[src/rlb_pkg.sv]
// shared types and constants for the radial light burst frame unit
// no dependencies; imported by rlb_ram users, rlb_math and the top level
package rlb_pkg;

    localparam int MAX_WIDTH   = 256;
    localparam int MAX_HEIGHT  = 256;
    localparam int MAX_SAMPLES = 20;

    localparam int COORD_W  = 8;
    localparam int CHAN_W   = 8;
    localparam int PIX_W    = 3 * CHAN_W;
    localparam int ADDR_W   = $clog2(MAX_WIDTH) + $clog2(MAX_HEIGHT);
    localparam int DEPTH    = MAX_WIDTH * MAX_HEIGHT;
    localparam int N_W      = $clog2(MAX_SAMPLES + 1);
    localparam int CFG_W    = 13;
    localparam int CFG_IDX_W = 3;

    localparam int DIVIDEND_W = 32;
    localparam int DIVISOR_W  = 16;
    localparam int ROOT_W     = 16;
    localparam int DIV_STEPS  = 32;
    localparam int SQRT_STEPS = 16;

    localparam int AMOUNT_MIN   = 655;
    localparam int PERCENT_DIV  = 100;
    localparam int CENTER_PAD   = 16;

    // ceil(2^30 / 100), exact for dividends below 2^23
    localparam int RECIP_100    = 10737419;
    localparam int RECIP_SHIFT  = 30;

    localparam logic OP_LOAD    = 1'b0;
    localparam logic OP_PROCESS = 1'b1;

    localparam logic [CFG_IDX_W-1:0] REG_CENTER_X  = 3'd0;
    localparam logic [CFG_IDX_W-1:0] REG_CENTER_Y  = 3'd1;
    localparam logic [CFG_IDX_W-1:0] REG_INTENSITY = 3'd2;
    localparam logic [CFG_IDX_W-1:0] REG_RAY_LEN   = 3'd3;
    localparam logic [CFG_IDX_W-1:0] REG_WIDTH     = 3'd4;
    localparam logic [CFG_IDX_W-1:0] REG_HEIGHT    = 3'd5;

    typedef enum logic {
        MATH_DIV,
        MATH_SQRT
    } math_op_t;

    typedef struct packed {
        logic                  start;
        math_op_t              op;
        logic [DIVIDEND_W-1:0] a;
        logic [DIVISOR_W-1:0]  b;
    } math_req_t;

    typedef struct packed {
        logic                  done;
        logic [DIVIDEND_W-1:0] quot;
        logic [DIVISOR_W-1:0]  rem;
        logic [ROOT_W-1:0]     root;
    } math_rsp_t;

    typedef enum logic [4:0] {
        ST_IDLE,
        ST_SQUARE,
        ST_SQRT_D,
        ST_SQRT_M,
        ST_FALLOFF,
        ST_SCALE,
        ST_AMOUNT,
        ST_CHECK,
        ST_STEP_X,
        ST_STEP_Y,
        ST_SAMP_RD,
        ST_SAMP_ACC,
        ST_PIX_RD,
        ST_PIX_WAIT,
        ST_CH_MUL,
        ST_CH_DIV,
        ST_FINISH
    } state_t;

endpackage

[src/rlb_math.sv]
// shared iterative unit: restoring divide (one bit a cycle) and square root
// (one root bit a cycle); depends on rlb_pkg
module rlb_math (
    input  logic               clk,
    input  logic               rst_n,
    input  rlb_pkg::math_req_t req,
    output rlb_pkg::math_rsp_t rsp
);
    import rlb_pkg::*;

    logic                  busy_reg, busy_next;
    logic                  done_reg, done_next;
    math_op_t              op_reg, op_next;
    logic [4:0]            cnt_reg, cnt_next;
    logic [19:0]           rem_reg, rem_next;
    logic [DIVIDEND_W-1:0] work_reg, work_next;
    logic [ROOT_W-1:0]     root_reg, root_next;
    logic [DIVISOR_W-1:0]  dvs_reg, dvs_next;

    logic [19:0] div_trial, sq_trial, sq_test;
    logic        div_ge, sq_ge, last;

    assign div_trial = {rem_reg[18:0], work_reg[DIVIDEND_W-1]};
    assign div_ge    = div_trial >= {4'b0, dvs_reg};
    assign sq_trial  = {rem_reg[17:0], work_reg[DIVIDEND_W-1 -: 2]};
    assign sq_test   = {2'b0, root_reg, 2'b01};
    assign sq_ge     = sq_trial >= sq_test;
    assign last      = (op_reg == MATH_DIV) ? (cnt_reg == 5'(DIV_STEPS - 1))
                                            : (cnt_reg == 5'(SQRT_STEPS - 1));

    always_comb
    begin
        busy_next = busy_reg;
        done_next = 1'b0;
        op_next   = op_reg;
        cnt_next  = cnt_reg;
        rem_next  = rem_reg;
        work_next = work_reg;
        root_next = root_reg;
        dvs_next  = dvs_reg;
        if (req.start)
        begin
            busy_next = 1'b1;
            op_next   = req.op;
            cnt_next  = '0;
            rem_next  = '0;
            work_next = req.a;
            root_next = '0;
            dvs_next  = req.b;
        end
        else if (busy_reg)
        begin
            cnt_next = cnt_reg + 5'd1;
            if (op_reg == MATH_DIV)
            begin
                rem_next  = div_ge ? (div_trial - {4'b0, dvs_reg}) : div_trial;
                work_next = {work_reg[DIVIDEND_W-2:0], div_ge};
            end
            else
            begin
                rem_next  = sq_ge ? (sq_trial - sq_test) : sq_trial;
                root_next = {root_reg[ROOT_W-2:0], sq_ge};
                work_next = {work_reg[DIVIDEND_W-3:0], 2'b00};
            end
            if (last)
            begin
                busy_next = 1'b0;
                done_next = 1'b1;
            end
        end
    end

    always_ff @(posedge clk or negedge rst_n)
    begin
        if (!rst_n)
        begin
            busy_reg <= 1'b0;
            done_reg <= 1'b0;
            op_reg   <= MATH_DIV;
            cnt_reg  <= '0;
        end
        else
        begin
            busy_reg <= busy_next;
            done_reg <= done_next;
            op_reg   <= op_next;
            cnt_reg  <= cnt_next;
        end
    end

    always_ff @(posedge clk)
    begin
        rem_reg  <= rem_next;
        work_reg <= work_next;
        root_reg <= root_next;
        dvs_reg  <= dvs_next;
    end

    assign rsp.done = done_reg;
    assign rsp.quot = work_reg;
    assign rsp.rem  = rem_reg[DIVISOR_W-1:0];
    assign rsp.root = root_reg;

endmodule

[config.mk]
export PLATFORM = sky130hd
export DESIGN_NAME = rlb_math
export DESIGN_NICKNAME = d
export VERILOG_FILES = /design/src/rlb_pkg.sv /design/src/rlb_math.sv
export SDC_FILE = /design/constraint.sdc
export NUM_CORES = 1
export LEC_CHECK = 0
export BUFFER_PORTS_ARGS = -buffer_cell sky130_fd_sc_hd__buf_4
export CAP_MARGIN = 20
export CORE_MARGIN = 2
export CORE_UTILIZATION = 63
export CTS_BUF_LIST = sky130_fd_sc_hd__clkbuf_4
export DETAILED_ROUTE_END_ITERATION = 8
export GPL_TIMING_DRIVEN = 0
export HOLD_SLACK_MARGIN = 0.08
export PLACE_DENSITY_LB_ADDON = 0.15
export SYNTH_ARGS = -nofsm -noshare
export SYNTH_HDL_FRONTEND = slang
export SYNTH_SLANG_ARGS = --single-unit
[constraint.sdc]
create_clock -name clk -period 4.4 [get_ports clk]
set_input_delay 1.32 -clock clk [delete_from_list [all_inputs] [get_ports clk]]
set_output_delay 1.32 -clock clk [all_outputs]
set_load 0.005 [all_outputs]
[Word level (Yosys, flattened, before mapping)]
Cells that the tools add are included.
Word-level totals
  bits of input ports: 52
  output and inout port bits: 65
  flip-flop bits (word level): 91
  logic and storage cells: 32
Operators by class
  add/sub/neg operators: 3
  reductions and logical operators: 2
  equality and inequality tests: 2
  mux-type cells: 15
  $lt $le $gt $ge: 2
Operators by type and width (number)
  2-to-1 mux 32 bit: 3
  2-to-1 mux 19 bit: 3
  greater-or-equal comparator 20 x 16 -> 1 bit: 1
  greater-or-equal comparator 20 x 18 -> 1 bit: 1
  subtractor 19 x 16 -> 19 bit: 1
  subtractor 19 x 18 -> 19 bit: 1
  2-to-1 mux 5 bit: 2
  2-to-1 mux 1 bit: 7
  adder 5 x 1 -> 5 bit, second input constant: 1
  == test 5 x 4 -> 1 bit, second input constant: 1
  == test 5 bit, second input constant: 1
  AND reduction 2 bit: 1
  nonzero test 2 bit: 1

[Depth between registers and ports, before layout]
  word-level depth: 5
  depth in mapped cells: 13
  gate-level depth less buffers: 11

[Worst setup path before layout]
OpenSTA, ideal clock, no wires.
  path kind: reg2reg
  start: register work_reg[31]
  end: register rem_reg[4]
  data required time: 4264 ps
  stages on the path, launching flop included: 13
  path slack: 1636 ps
  setup time: 136 ps
  clock period less this slack: 2764 ps
  arrival time: 2629 ps
  path buffers: 2
  cell sequence: edfxtp_1 inv_1 ha_1 fa_1 nand2b_1 a21oi_1 a2111oi_2 or2_4 and2_4 buf_6 buf_6 a211oi_1 o32ai_1
On the way
  cells in the longest elaborated chain, start to end: 3
  elaborated cells between the ends (all ways): 7
  those cells by class: add/sub (2); order compare (2); mux (3)
RTL lines
  from (decl): line rlb_math.sv:16  | logic [DIVIDEND_W-1:0] work_reg, work_next;
  from (signal assigned): line rlb_math.sv:94  | work_reg <= work_next;
  subtractor 19 x 16 -> 19 bit (tied with other cells): line rlb_math.sv:56  | rem_next = div_ge ? (div_trial - {4'b0, dvs_reg}) : div_trial;
  2-to-1 mux 19 bit, on equally long branches: line rlb_math.sv:56, rlb_math.sv:61
  2-to-1 mux 19 bit (*): line rlb_math.sv:54  | if (op_reg == MATH_DIV)
  to (signal assigned): line rlb_math.sv:93  | rem_reg <= rem_next;
  to (decl): line rlb_math.sv:15  | logic [19:0] rem_reg, rem_next;
Mark *: on every way between the ends. The rest lies on a longest branch, timed or not.
A chain may end at the register's enable or synchronous reset.

[Final worst setup path]
  start: register work_reg[31]
  end: register rem_reg[12]
Same word-level chain as after synthesis.

==> results.sh <==
export IMPL_result_of_the_run="completed"
export IMPL_cts_resized=0
export IMPL_initialDrtViolationCount=459
export IMPL_yosys_area_top_type="edfxtp_1"
export IMPL_grt_max_degree=27
export IMPL_synth_xor_xnor_area_share_pct=4.235
export IMPL_synth_sequential_area_ratio_pct=37.75
export IMPL_path_common_cell="buf_6"
export IMPL_asyncSetResetFlopFracSynth_pct=8.791
export IMPL_synth_compound_area_share_pct=22.73
export IMPL_postCtsHoldBufs=0
export IMPL_final_worst_path_period_need_ns=3.248
export IMPL_max_slew_worst_pin_slew_ns=0.7905
export IMPL_clk_pin_slew_ns=0.16
export IMPL_crit_cells=13
export IMPL_die_height_microns=103.2
export IMPL_tns_ns=0
export IMPL_synth_fp_nets=785
export IMPL_hold_wc_path_type="reg2reg"
export IMPL_unique_cell_type_count_in_the_yosys_netlist=72
export IMPL_worst_hold_startpoint="root_reg[15]"
export IMPL_grt_overflow_total=0
export IMPL_initial_core_util_pct=64.07
export IMPL_maxSlewHeadroom_pct=47.11
export IMPL_mappedNetlistArea_sq_um=6205
export IMPL_crit_path_cell_trace="inv_1, ha_1, fa_1, nand2b_1, a21oi_1, a2111oi_2, or2_4, and2_4, buf_6, buf_6, nor3_1, o21ai_1, o32ai_1"
export IMPL_synthCells=697
export IMPL_kind_of_cell_adding_the_most_delay_to_the_critical_path="simple AND/OR/NAND/NOR gates"
export IMPL_placement_io_buffers=116
export IMPL_postSynthRegisterBits=91
export IMPL_fin_ws_ns=1.152
export IMPL_gp_congestion=0.9246
export IMPL_finClkSkew_ns=0.01727
export IMPL_area_growth_synth_to_final_pct=19.14
export IMPL_cts_root_to_sink_buffers=2
export IMPL_grt_antenna_before_repair=0
export IMPL_synth_top_family_by_area="compound AO/OA/AOI/OAI gates"
export IMPL_antenna_left=0
export IMPL_ff2ff_setup_slack_ns=1.15
export IMPL_slowest_stage="edfxtp_1"
export IMPL_worst_r2r_cell_count=13
export IMPL_synth_top_cells_by_area="edfxtp_1 (23%), dfxtp_1 (11%), ha_1 (7.1%)"
export IMPL_count_of_h_tree_levels_built_during_cts=3
export IMPL_yosysWarnings=0
export IMPL_timing_hold_worst_path_depth=2
export IMPL_dp_hpwl_microns=13040
export IMPL_cts_buffers_inserted=9
export IMPL_p_per_area_nw_per_um2=605.7
export IMPL_rows=36
export IMPL_post_drt_wl_per_cell_microns=17.55
export IMPL_post_synth_cell_area_avg_sq_um=8.902
export IMPL_vias_per_cell=6.055
export IMPL_wirelength_microns=16900
export IMPL_clock_tree_root_cell="clkbuf_4"
export IMPL_min_period_over_period_pct=73.81
export IMPL_netlist_area_leader_share_pct=23.23
export IMPL_hold_viol_final=0
export IMPL_drcViolationCount=0
export IMPL_die_width_microns=103.2
export IMPL_worst_setup_path_start_kind="flip-flop"
export IMPL_grt_first_pass_wirelength_microns=27120
export IMPL_min_delay_worst_endpoint="root_reg[15]"
export IMPL_timing_critical_path_fanout_max=10
export IMPL_multi_input_area_sq_um=3391
export IMPL_cp_data_required_time_ns=4.77
export IMPL_fillers=693
export IMPL_worstSkewPairLatency_ns=0.45
export IMPL_maxSlewViolCount=0
export IMPL_synthMuxAreaShare_pct=5.868
export IMPL_synthFlopType="edfxtp_1"
export IMPL_synth_most_common_cell="nand2_1"
export IMPL_power_leakage_nw=3.159
export IMPL_slowest_delay_ns=0.48
export IMPL_coreArea_sq_um=9684
export IMPL_setup_worst_path_class="reg2reg"
export IMPL_post_synth_and_or_nand_nor_area_fraction_pct=14.44
export IMPL_largest_register_ff_count=32
export IMPL_antenna_cells=0
export IMPL_grt_pass1_vias=5606
export IMPL_dp_worst_setup_slack_ns=1.098
export IMPL_reg2reg_to="rem_reg[12]"
export IMPL_setup_violations_final=0
export IMPL_nets=913
export IMPL_tritoncts_clock_tree="done"
export IMPL_critical_path_reg2reg_startpoint="work_reg[31]"
export IMPL_timing_critical_path_to_type="flip-flop"
export IMPL_clock_sink_total=91
export IMPL_drive_above_1_share_pct=22.17
export IMPL_rsz0062_at_grt="no"
export IMPL_final_core_utilization_pct=76.33
export IMPL_post_cts_setup_buffer_count=0
export IMPL_ys_top_cells_by_count="nand2_1 (99), a21oi_1 (49), o21ai_0 (49)"
export IMPL_worst_vdd_rail_ir_drop_uv=293.6
export IMPL_top_level_ports=117
export IMPL_seqCellArea_sq_um=2342
export IMPL_track_usage_pct=32.58
export IMPL_detailedRoute_firstPassIterationCount=5
export IMPL_vias=5831
export IMPL_die_area_sq_um=10660
export IMPL_critPathBufInv=3
export IMPL_max_cap_viol_count=0
export IMPL_worstPathArrival_ns=3.62
export IMPL_max_clock_freq_mhz=307.9
export IMPL_yosys_area_share_adder_pct=7.381
export IMPL_synth_edf_count=48
final cells by class:
type                       count  share of cell area (%)
timing repair buffer         117                   12.15
buffer                        51                   3.944
inverter                      48                   2.437
clock inverter                 6                  0.6432
multi-input combinational    507                   45.87
clock buffer                  10                   1.016
tap                          133                   2.251
sequential                    91                   31.69
worst min-delay path, cell delays in order, from the launching register on:
cell,delay (ns)
dfxtp_1,0.35
nand2_1,0.06
a21oi_1,0.05
cell families after synthesis:
kind of cell             after synthesis
AO/OA/AOI/OAI                        209
XOR/XNOR                              30
adder cells (fa/ha/maj)               36
buffers and inverters                 99
flip-flops                            91
multiplexers                          36
AND/OR/NAND/NOR                      196
power breakdown:
part / switching [mW] / internal [mW]
registers: 0.194 / 1.04
clock network: 0.311 / 0.127
logic: 1.55 / 1.26
total: 2.06 / 2.42
per-layer routing:
layer,global-route usage [%],wire length (microns),vias to the layer above,share of wire [%]
met4,11.44,457,0,2.7
met2,55.79,8278,250,49
met1,41.58,6900,2749,41
met5,0,0,-,0
li1,-,-,2785,-
met3,5.847,1263,47,7.5
cell usage in the layout (no fill, tap or decap), drive strengths merged, types with 19 or more instances in the layout:
master    n
buf     148
nand2   100
o21ai    53
a21oi    53
inv      49
edfxtp   48
nor2     37
ha       35
dfxtp    35
mux2i    33
clkbuf   30
xnor2    19
through the flow:
| step | area [sq um] | total power [mW] | hold slack [ns] | cells |
|---|---|---|---|---|
| CTS | 7392 | 4.421 | 0.4931 | 963 |
| floorplan | 6205 | 3.239 | 0.4655 | 697 |
| global placement | 7242 | 3.915 | 0.4607 | 946 |
| finish | 7392 | 4.477 | 0.4908 | 963 |
| global route | 7392 | 4.784 | 0.5227 | 963 |
| detailed placement | 7269 | 3.981 | 0.4747 | 947 |
how the worst max path moves through the flow:
stage                 startpoint           to
finish              work_reg[31]  rem_reg[12]
global route        work_reg[31]  rem_reg[12]
CTS                 work_reg[31]  rem_reg[12]
detailed placement       req[49]   cnt_reg[2]
global placement         req[49]  work_reg[9]
floorplan           work_reg[31]   rem_reg[4]
No activity file was read; power rests on OpenSTA's default activity.
